[src/trial_division_prime_test_core_assert.svh]
// assertion macros shared by the prime test rtl
`ifndef TRIAL_DIVISION_PRIME_TEST_CORE_ASSERT_SVH
`define TRIAL_DIVISION_PRIME_TEST_CORE_ASSERT_SVH

// same-cycle implication, checked at every rising edge outside reset
`define TDPT_ASSERT_NOW(label, ante, cons, msg) \
  label: assert property (@(posedge clk) disable iff (rst) (ante) |-> (cons)) \
    else $error(msg);

// next-cycle implication
`define TDPT_ASSERT_NEXT(label, ante, cons, msg) \
  label: assert property (@(posedge clk) disable iff (rst) (ante) |=> (cons)) \
    else $error(msg);

`endif

[src/tdpt_pkg.sv]
// shared constants and types for the trial division prime test
package tdpt_pkg;

  // width of the candidate field on the input channel
  localparam int CANDIDATE_WIDTH = 32;

  // default width of the number that is actually tested
  localparam int DEFAULT_NUMBER_WIDTH = 32;

  // divider status seen by the sequencer
  typedef struct packed {
    logic busy;
    logic done;
  } div_status_t;

endpackage

[src/tdpt_cand_if.sv]
// valid/ready channel carrying one candidate per beat
interface tdpt_cand_if;
  logic                                 valid;
  logic                                 ready;
  logic [tdpt_pkg::CANDIDATE_WIDTH-1:0] candidate;

  modport source (output valid, output candidate, input ready);
  modport sink (input valid, input candidate, output ready);
endinterface

[src/tdpt_res_if.sv]
// valid/ready channel carrying one prime flag per beat
interface tdpt_res_if;
  logic valid;
  logic ready;
  logic is_prime;

  modport source (output valid, output is_prime, input ready);
  modport sink (input valid, input is_prime, output ready);
endinterface

[src/tdpt_div.sv]
// restoring divider, one quotient bit per cycle, shared by all trial divisors
module tdpt_div #(
  parameter int NUMBER_WIDTH = tdpt_pkg::DEFAULT_NUMBER_WIDTH
) (
  input  logic                      clk,
  input  logic                      rst,
  input  logic                      start,
  input  logic [NUMBER_WIDTH-1:0]   dividend,
  input  logic [NUMBER_WIDTH-1:0]   divisor,
  output logic [NUMBER_WIDTH-1:0]   quotient,
  output logic [NUMBER_WIDTH-1:0]   remainder,
  output tdpt_pkg::div_status_t     status
);

  localparam int CW = $clog2(NUMBER_WIDTH + 1);

  logic [NUMBER_WIDTH-1:0] quo;
  logic [NUMBER_WIDTH-1:0] rem;
  logic [NUMBER_WIDTH-1:0] dvs;
  logic [CW-1:0]           cnt;
  logic                    busy;
  logic                    done;

  logic [NUMBER_WIDTH:0]   trial;
  logic                    fits;

  // shift the next dividend bit into the partial remainder and compare
  always_comb begin
    trial = {rem, quo[NUMBER_WIDTH-1]};
    fits  = (trial >= {1'b0, dvs});
  end

  // iteration control and datapath registers
  always_ff @(posedge clk) begin
    if (rst) begin
      busy <= 1'b0;
      done <= 1'b0;
      cnt  <= '0;
    end else begin
      done <= 1'b0;
      if (start) begin
        quo  <= dividend;
        rem  <= '0;
        dvs  <= divisor;
        cnt  <= CW'(NUMBER_WIDTH);
        busy <= 1'b1;
      end else if (busy) begin
        if (fits) begin
          rem <= NUMBER_WIDTH'(trial - {1'b0, dvs});
        end else begin
          rem <= trial[NUMBER_WIDTH-1:0];
        end
        quo <= {quo[NUMBER_WIDTH-2:0], fits};
        cnt <= cnt - CW'(1);
        if (cnt == CW'(1)) begin
          busy <= 1'b0;
          done <= 1'b1;
        end
      end
    end
  end

  assign quotient    = quo;
  assign remainder   = rem;
  assign status.busy = busy;
  assign status.done = done;

endmodule

[src/trial_division_prime_test_core.sv]
// Trial division prime test: one candidate in, one prime flag out.
// Channels: cand (sink) carries a 32-bit candidate, res (source) carries
// is_prime. A beat moves when valid and ready are both high.
// Only the low NUMBER_WIDTH bits of the candidate are tested.
// Values below 2, 2 itself and even values are decided in the accept cycle
// and the flag is loaded into the output register from S_FINISH once it is free.
// Odd values from 3 upward try odd divisors 3, 5, 7, ... on one shared
// restoring divider that produces one quotient bit per cycle, and each
// divisor runs through S_START and S_WAIT. A test stops when the quotient
// drops below the divisor (prime) or a remainder is zero (not prime).
// cand.ready is high only while no test is in progress; one item at a time.
// The result sits in an output register; a new candidate may be accepted
// while it waits, and a finished answer waits until that register is free.
// Reset (rst, synchronous) drops any test in progress and any pending result.
module trial_division_prime_test_core #(
  parameter int NUMBER_WIDTH = tdpt_pkg::DEFAULT_NUMBER_WIDTH
) (
  input  logic         clk,
  input  logic         rst,
  tdpt_cand_if.sink    cand,
  tdpt_res_if.source   res
);

  `include "trial_division_prime_test_core_assert.svh"

  typedef enum logic [1:0] {
    S_IDLE,
    S_START,
    S_WAIT,
    S_FINISH
  } state_t;

  state_t                  state;
  logic [NUMBER_WIDTH-1:0] num;
  logic [NUMBER_WIDTH-1:0] dvs;
  logic                    ans;
  logic                    res_valid;
  logic                    prime_flag;

  logic [NUMBER_WIDTH-1:0] n_in;
  logic                    in_beat;
  logic                    div_start;
  logic [NUMBER_WIDTH-1:0] div_quo;
  logic [NUMBER_WIDTH-1:0] div_rem;
  tdpt_pkg::div_status_t   div_stat;
  logic                    slot_free;
  logic                    res_load;

  // candidate trimmed or zero-extended to the tested width
  assign n_in      = NUMBER_WIDTH'(cand.candidate);
  assign cand.ready = (state == S_IDLE);
  assign in_beat   = cand.valid && cand.ready;
  assign div_start = (state == S_START);
  assign slot_free = !res_valid || res.ready;
  assign res_load  = (state == S_FINISH) && slot_free;

  // shared divider
  tdpt_div #(
    .NUMBER_WIDTH (NUMBER_WIDTH)
  ) u_div (
    .clk       (clk),
    .rst       (rst),
    .start     (div_start),
    .dividend  (num),
    .divisor   (dvs),
    .quotient  (div_quo),
    .remainder (div_rem),
    .status    (div_stat)
  );

  // sequencer and output register
  always_ff @(posedge clk) begin
    if (rst) begin
      state     <= S_IDLE;
      res_valid <= 1'b0;
    end else begin
      // load a finished answer or drop a beat that was taken
      if (res_load) begin
        res_valid  <= 1'b1;
        prime_flag <= ans;
      end else if (res.ready) begin
        res_valid <= 1'b0;
      end
      case (state)
        S_IDLE: begin
          if (in_beat) begin
            num <= n_in;
            dvs <= NUMBER_WIDTH'(3);
            if (n_in < NUMBER_WIDTH'(2)) begin
              ans   <= 1'b0;
              state <= S_FINISH;
            end else if (n_in == NUMBER_WIDTH'(2)) begin
              ans   <= 1'b1;
              state <= S_FINISH;
            end else if (!n_in[0]) begin
              ans   <= 1'b0;
              state <= S_FINISH;
            end else begin
              state <= S_START;
            end
          end
        end
        S_START: begin
          state <= S_WAIT;
        end
        S_WAIT: begin
          if (div_stat.done) begin
            if (div_quo < dvs) begin
              // divisor passed the square root
              ans   <= 1'b1;
              state <= S_FINISH;
            end else if (div_rem == '0) begin
              ans   <= 1'b0;
              state <= S_FINISH;
            end else begin
              dvs   <= dvs + NUMBER_WIDTH'(2);
              state <= S_START;
            end
          end
        end
        S_FINISH: begin
          if (slot_free) begin
            state <= S_IDLE;
          end
        end
        default: begin
          state <= S_IDLE;
        end
      endcase
    end
  end

  assign res.valid    = res_valid;
  assign res.is_prime = prime_flag;

  // checks
  `TDPT_ASSERT_NOW(a_start_idle, div_start, !div_stat.busy, "divider started while busy")
  `TDPT_ASSERT_NOW(a_odd_divisor, state == S_WAIT, dvs[0], "trial divisor is even")
  `TDPT_ASSERT_NOW(a_done_in_wait, div_stat.done, state == S_WAIT, "divider done outside wait")
  `TDPT_ASSERT_NEXT(a_even_fast, in_beat && !n_in[0], state == S_FINISH, "even not decided")

endmodule

[src/flat_wrapper.sv]
// flat-port wrapper written by rule: the top's interface ports become plain ports
module trial_division_prime_test_core_flat 
#(
  parameter int NUMBER_WIDTH = tdpt_pkg::DEFAULT_NUMBER_WIDTH
)
  (clk, rst, cand_valid, cand_candidate, cand_ready, res_valid, res_is_prime, res_ready);
  tdpt_cand_if cand_i ();
  tdpt_res_if res_i ();
  input  logic clk;
  input  logic rst;
  input wire logic [$bits(cand_i.valid)-1:0] cand_valid;
  input wire logic [$bits(cand_i.candidate)-1:0] cand_candidate;
  output wire logic [$bits(cand_i.ready)-1:0] cand_ready;
  output wire logic [$bits(res_i.valid)-1:0] res_valid;
  output wire logic [$bits(res_i.is_prime)-1:0] res_is_prime;
  input wire logic [$bits(res_i.ready)-1:0] res_ready;
  assign cand_i.valid = cand_valid;
  assign cand_i.candidate = cand_candidate;
  assign cand_ready = cand_i.ready;
  assign res_valid = res_i.valid;
  assign res_is_prime = res_i.is_prime;
  assign res_i.ready = res_ready;
  trial_division_prime_test_core #(.NUMBER_WIDTH(NUMBER_WIDTH)) u_core (.clk(clk), .rst(rst), .cand(cand_i), .res(res_i));
endmodule
[config.mk]
export PLATFORM = sky130hd
export DESIGN_NAME = trial_division_prime_test_core_flat
export DESIGN_NICKNAME = d
export VERILOG_FILES = /design/src/tdpt_pkg.sv /design/src/tdpt_cand_if.sv /design/src/tdpt_res_if.sv /design/src/tdpt_div.sv /design/src/trial_division_prime_test_core.sv /design/src/flat_wrapper.sv
export VERILOG_INCLUDE_DIRS = /design/src /design/src/src
export SDC_FILE = /design/constraint.sdc
export NUM_CORES = 1
export LEC_CHECK = 0
export BUFFER_PORTS_ARGS = -buffer_cell sky130_fd_sc_hd__buf_2
export CELL_PAD_IN_SITES_DETAIL_PLACEMENT = 0
export CELL_PAD_IN_SITES_GLOBAL_PLACEMENT = 1
export CORE_AREA = 2 2 185 187
export CTS_BUF_LIST = sky130_fd_sc_hd__clkbuf_16
export DETAILED_ROUTE_END_ITERATION = 6
export DIE_AREA = 0 0 187 189
export PLACE_DENSITY = 0.51
export SLEW_MARGIN = 20
export SYNTH_ARGS = -nofsm -noshare
export SYNTH_HDL_FRONTEND = slang
export SYNTH_HIERARCHICAL = 1
export SYNTH_SLANG_ARGS = --single-unit
[constraint.sdc]
create_clock -name clk -period 7.5 [get_ports clk]
set_clock_uncertainty 0.05 [all_clocks]
set_input_delay 1.125 -clock clk [delete_from_list [all_inputs] [get_ports clk]]
set_output_delay 1.125 -clock clk [all_outputs]
set_load 0.02 [all_outputs]
==> results.yml, run 1 <==
synth:
  yosysWarningCount: 6
  post_synth_inst_count: 897
  mappedNetlistNets: 1000
  mappedNetlistArea_mm2: 0.00992
  synth_area_per_cell_um2: 11.1
drt:
  drt-wirelength-per-cell_um: 17.0
  drt-total-wl_um: 23600
  via_count: 6638
  dr.first_iter.drc_count: 546
  antenna_violating_nets_post_route: 0
  drc_errors: 0
  drt-vias-per-instance: 4.78
  drt_pre_antenna_iters: 5
clock_tree:
  cts_root_buffer: "sky130_fd_sc_hd__clkbuf_16"
  cts.repair.resized: 0
  tritoncts: "done"
  cts.clk_slew.worst_paths_ns: 0.07
  clock_insertion_delay_at_the_later_pin_of_the_skew_report_ns: 0.43
  cts_inserted_buffers: 17
  tritoncts_num_sinks: 172
  clk_path_buf_depth: 2
  h-tree-depth: 4
  post-cts-setup-buffer-count: 0
  cts_hold_repair.buffers: 0
worst_setup_path:
  cp_max_fo: 40
  timing.critical_path.slowest_cell_delay_ns: 0.63
  worst_setup_path_end_kind: "register"
  crit_chain: "ha_1, nand4_1, nor4_1, and4_1, a2111oi_0, o211ai_1, a31oi_4, buf_4, or4_1, a21oi_1"
  worst-r2r-cell-count: 10
  setup.reg_to_reg.worst_slack_ns: 3.85
  worstReg2RegEnd: "u_core/u_div/remainder[29]$_SDFFCE_PP0P_"
  timing.setup.critical_path_class: "register to register"
  r2r_start: "u_core/u_div/remainder[14]$_SDFFCE_PP0P_"
  cp_data_required_time_ns: 7.72
  critPathLaunchType: "register"
  crit_slowest_cell: "sky130_fd_sc_hd__or4_1"
  worst-endpoint-arrival_ns: 3.88
run_status:
  status: "completed"
floorplan:
  core-area_mm2: 0.0333
  design.die.area_mm2: 0.0353
  effective_utilization_at_floorplan: 0.298
  io_pins: 39
  dieHeight_um: 189
  floorplan.rows: 67
  die_width_um: 187
power:
  leakagePower_nw: 4.18
  powerDensity_mw_per_mm2: 214
  irDropWorstVdd_uv: 133
sta:
  finalMaxSlewViolations: 0
  post-route-min-period_ns: 3.65
  timing_worst_slew_pin_value_ns: 0.954
  timing.fmax_ghz: 0.274
  hold_viol_final: 0
  setup_tns_ns: 0
  unrepaired_setup_endpoints_after_global_routing: "no"
  maxSlewHeadroom: 0.364
  total_setup_violations_reported_at_the_end_of_the_flow: 0
  timing.final.crit_share: 0.487
final_layout:
  final_net_count: 1033
  n_antenna_cell: 0
  regArea_mm2: 0.00505
  stdcell_count: 1390
  proportion_of_layout_cells_with_a_drive_suffix_above_1: 0.132
  final.fill_count: 3385
  syn_to_final_growth_pct: 12.5
  multi_input_area_mm2: 0.00443
global_routing:
  grt_start_max_net_pins: 65
  grt_remaining_overflow: 0
  antenna_found_initial: 0
  grt_usage: 0.140
  global_route_wire_length_before_repair_um: 38500
  grt_pass1_vias: 6838
placement:
  dp_hpwl_um: 17500
  buffer_ports.inserted: 38
  gp_routability_congestion: 0.789
  placedCellCount: 1359
hold_path:
  hold_path_startpoint: "u_core/ans$_DFFE_PP_"
  hold_depth: 0
  hold_path_end: "u_core/res.is_prime$_DFFE_PP_"
  min-delay-path-class: "register to register"
flow_run:
  drv.max_cap_violation_count: 0
state kept, by name, summed over array words and instances (netlist names):
name                    cells
u_core/num                 32
u_core/u_div/dvs           32
u_core/u_div/quotient      32
u_core/u_div/remainder     32
u_core/dvs                 31
u_core/u_div/cnt            6
u_core/state                2
u_core/ans                  1
u_core/res.is_prime         1
u_core/res.valid            1
u_core/u_div/busy           1
u_core/u_div/done           1
metal layers:
metal,global-route usage,share of wire
met1,0.194,0.51
met2,0.229,0.46
met3,0.0202,0.027
met4,0.0363,0.0097
met5,0,0
cells in the final DEF (no fill, tap or decap), types with 6 or more instances in the layout:
cell type / n
sky130_fd_sc_hd__o31ai_1: 6
sky130_fd_sc_hd__nand3_1: 25
sky130_fd_sc_hd__edfxtp_1: 161
sky130_fd_sc_hd__nor2b_1: 7
sky130_fd_sc_hd__o21ai_0: 28
sky130_fd_sc_hd__and4_1: 7
sky130_fd_sc_hd__mux2_2: 31
sky130_fd_sc_hd__dfxtp_1: 11
sky130_fd_sc_hd__mux2i_1: 24
sky130_fd_sc_hd__inv_1: 79
sky130_fd_sc_hd__ha_1: 66
sky130_fd_sc_hd__buf_2: 38
sky130_fd_sc_hd__xnor2_1: 40
sky130_fd_sc_hd__a21o_1: 15
sky130_fd_sc_hd__nor3_1: 15
sky130_fd_sc_hd__or3_1: 7
sky130_fd_sc_hd__o21a_1: 10
sky130_fd_sc_hd__xor2_1: 13
sky130_fd_sc_hd__nor4_1: 21
sky130_fd_sc_hd__a21oi_1: 55
sky130_fd_sc_hd__clkbuf_16: 17
sky130_fd_sc_hd__nand2_1: 50
sky130_fd_sc_hd__o21bai_1: 7
sky130_fd_sc_hd__a31oi_1: 6
sky130_fd_sc_hd__buf_4: 7
sky130_fd_sc_hd__nand4_1: 18
sky130_fd_sc_hd__and3_1: 14
sky130_fd_sc_hd__nor2_1: 81
stage by stage:
step	hold WS, ns	total power, W	util	setup slack (ns)	cell area [µm²]
after floorplan	0.350	0.00142	-	3.04	9920
after global placement	0.400	0.00153	0.318	3.71	10600
after detailed placement	0.402	0.00152	0.318	3.77	10600
after CTS	0.418	0.00243	0.335	3.78	11200
after global routing	0.431	0.00251	0.335	3.48	11200
final	0.417	0.00239	0.335	3.85	11200
worst max-delay path by stage:
stage                                        startpoint                                       end  slack (ns)  cells after the start
6_report       u_core/u_div/remainder[14]$_SDFFCE_PP0P_  u_core/u_div/remainder[29]$_SDFFCE_PP0P_        3.85                     10
5_1_grt        u_core/u_div/remainder[14]$_SDFFCE_PP0P_  u_core/u_div/remainder[29]$_SDFFCE_PP0P_        3.48                     10
4_1_cts        u_core/u_div/remainder[14]$_SDFFCE_PP0P_  u_core/u_div/remainder[29]$_SDFFCE_PP0P_        3.78                     10
3_5_place_dp   u_core/u_div/remainder[14]$_SDFFCE_PP0P_  u_core/u_div/remainder[29]$_SDFFCE_PP0P_        3.77                     10
3_3_place_gp   u_core/u_div/remainder[14]$_SDFFCE_PP0P_  u_core/u_div/remainder[29]$_SDFFCE_PP0P_        3.71                     10
2_1_floorplan              u_core/state[0]$_SDFFE_PP0P_        u_core/u_div/quotient[0]$_DFFE_PP_        3.04                      6
worst max-delay path: cells and delay by family (launching register included):
kind                       cells  cell delay (ns)
and+or+nand+nor                4             1.55
AOI/OAI and AO/OA              4             0.57
adders and majority gates      1             0.55
DFF                            1             0.48
buffers and inverters          1             0.31
report_power, final:
group,switching [W],leakage (nW),internal [W]
logic,0.000204,2.33,0.000134
registers,0.0000388,1.57,0.00112
clock network,0.000370,0.282,0.000517
final cells by class:
cell class,instances,area share
Inverter,78,0.0262
Clock buffer,17,0.0381
Multi-Input combinational cell,616,0.397
Timing Repair Buffer,45,0.0218
Clock inverter,14,0.0139
Sequential cell,172,0.453
Tap cell,448,0.0502
(Power assumes the default switching activity.)
==> run 2: changes to the inputs <==
- PLACE_DENSITY: 0.51 -> 0.53
- clock period: 7.5 -> 3.2 ns (I/O delays scaled with it)
==> run 2 against run 1 <==
Fmax rose by 18%. Clock power grew 140%. Via count up 5.0%. Non-clock buffer count rose by 92. Register-to-register slack lost 3.7 ns. Worst setup slack lost 3.7 ns. Critical path type unchanged. Cell area is 7.7% higher. First-iteration DRC count decreased by 42%. Critical path depth grew 1.
==> results.yml, run 2 (synthesis gave the netlist of run 1 again) <==
final_layout:
  most-common-layout-cells: "161 x sky130_fd_sc_hd__edfxtp_1, 94 x sky130_fd_sc_hd__buf_4, 81 x sky130_fd_sc_hd__nor2_1"
  fin_util: 0.361
  final_net_count: 1125
  n_antenna_cell: 0
  syn_to_final_growth_pct: 21.1
  commonest_non_fill_non_tap_cell_in_the_layout: "sky130_fd_sc_hd__edfxtp_1"
  final.fill_count: 3322
  proportion_of_layout_cells_with_a_drive_suffix_above_1: 0.225
  stdcell_count: 1483
sta:
  timing.final.crit_share: 0.968
  timing_worst_slew_pin_value_ns: 0.526
  maxSlewHeadroom: 0.646
  total_setup_violations_reported_at_the_end_of_the_flow: 0
  timing.fmax_ghz: 0.323
  finalMaxSlewViolations: 0
  post-route-min-period_ns: 3.10
  hold_ws_ns: 0.190
  hold_viol_final: 0
power:
  seqPwrFrac: 0.469
  net-switching-power_w: 0.00154
  intPower_w: 0.00421
  swShare: 0.268
  leakagePower_nw: 4.66
  powerDensity_mw_per_mm2: 479
  clkPwrFrac: 0.366
  irDropWorstVdd_uv: 315
  combinationalPowerShare: 0.165
worst_setup_path:
  cp_max_fo: 3
  worst-r2r-cell-count: 11
  timing.setup.critical_path_class: "register to register"
  worst-endpoint-arrival_ns: 3.33
  critPathLaunchType: "register"
  cp_data_required_time_ns: 3.44
  setup.reg_to_reg.worst_slack_ns: 0.10
  worst_setup_path_end_kind: "register"
floorplan:
  dieHeight_um: 189
  io_pins: 39
  core-area_mm2: 0.0333
  die_width_um: 187
  floorplan.rows: 67
  design.die.area_mm2: 0.0353
  effective_utilization_at_floorplan: 0.298
global_routing:
  globalRouteMet3Util: 0.0221
  busiest_layer: "met2"
  global_route_wire_length_before_repair_um: 38400
  grt_usage: 0.139
  use_met2: 0.226
  grt_remaining_overflow: 0
  global_route_met1_usage: 0.190
  grt_start_max_net_pins: 65
  grt_pass1_vias: 6967
  antenna_found_initial: 0
placement:
  gp_routability_congestion: 0.812
  dp_hpwl_um: 17700
  buffer_ports.inserted: 38
  placedCellCount: 1442
drt:
  drt-wirelength-per-cell_um: 16.1
  drt-vias-per-instance: 4.70
  drc_errors: 0
  dr.first_iter.drc_count: 315
  drt-total-wl_um: 23900
  via_count: 6968
  antenna_violating_nets_post_route: 0
  drt_pre_antenna_iters: 4
flow_run:
  drv.max_cap_violation_count: 0
clock_tree:
  cts_root_buffer: "sky130_fd_sc_hd__clkbuf_16"
  cts_inserted_buffers: 17
  tritoncts_num_sinks: 172
  cts_hold_repair.buffers: 0
  clock_insertion_delay_at_the_later_pin_of_the_skew_report_ns: 0.43
  clk_path_buf_depth: 2
  tritoncts: "done"
  cts.clk_slew.worst_paths_ns: 0.07
  h-tree-depth: 4
hold_path:
  min-delay-path-class: "input port to register"
  hold_depth: 1
run_status:
  status: "completed"
run 2: repair_timing:
item / CTS / global route
cloned: 0 / 1
gates resized for setup: 1 / 12
pin swaps: 0 / 2
setup buffers: 1 / 7
endpoints found under the setup margin: 16 / 53
run 2: stage by stage:
stage                        TNS, ns  area (µm²)  total power (W)  worst slack (ns)
after floorplan                    0        9930          0.00333             0.203
after global routing      -0.0000953       12000          0.00605        -0.0000953
final                              0       12000          0.00575             0.102
after global placement       -0.0616       11300          0.00367           -0.0305
after CTS                          0       11800          0.00580            0.0107
after detailed placement     -0.0206       11300          0.00367          -0.00986
run 2: path summary, 6_finish.rpt:
| kind | start | endpoint |
|---|---|---|
| min | cand_candidate[12] | u_core/num[12]$_DFFE_PP_ |
| max | u_core/u_div/dvs[14]$_DFFE_PP_ | u_core/u_div/remainder[29]$_SDFFCE_PP0P_ |
| max reg2reg | u_core/u_div/dvs[14]$_DFFE_PP_ | u_core/u_div/remainder[29]$_SDFFCE_PP0P_ |
| min reg2reg | u_core/ans$_DFFE_PP_ | u_core/res.is_prime$_DFFE_PP_ |
run 2: per-layer routing:
layer,routed length (µm),part of all wire
met1,11900,0.50
met4,325,0.014
met5,0,0
met3,666,0.028
met2,11000,0.46
run 2: cell type report:
class                           count  area [µm²]  area share
Multi-Input combinational cell    616        4510       0.376
Clock buffer                       17         425      0.0354
Tap cell                          448         561      0.0467
Sequential cell                   172        5050       0.421
Inverter                           78         293      0.0244
Timing Repair Buffer              137        1010      0.0839
Clock inverter                     15         160      0.0133
run 2: worst max-delay path, cell delays in order, from the launching register on:
cell                       delay, ns
sky130_fd_sc_hd__edfxtp_1       0.36
sky130_fd_sc_hd__inv_1          0.14
sky130_fd_sc_hd__ha_4           0.23
sky130_fd_sc_hd__a21o_1         0.22
sky130_fd_sc_hd__a21boi_2       0.16
sky130_fd_sc_hd__o211ai_1       0.14
sky130_fd_sc_hd__a311o_1        0.38
sky130_fd_sc_hd__a31o_1         0.24
sky130_fd_sc_hd__buf_4          0.16
sky130_fd_sc_hd__and4_4         0.17
sky130_fd_sc_hd__or4_1          0.56
sky130_fd_sc_hd__a21oi_2        0.16
run 2: power groups by stage:
stage	Combinational [W]	Clock, W	Sequential, W
floorplan	0.000598	0	0.00273
global placement	0.000924	0	0.00275
detailed placement	0.000921	0	0.00275
CTS	0.000928	0.00217	0.00270
global route	0.00106	0.00227	0.00271
finish	0.000950	0.00210	0.00270
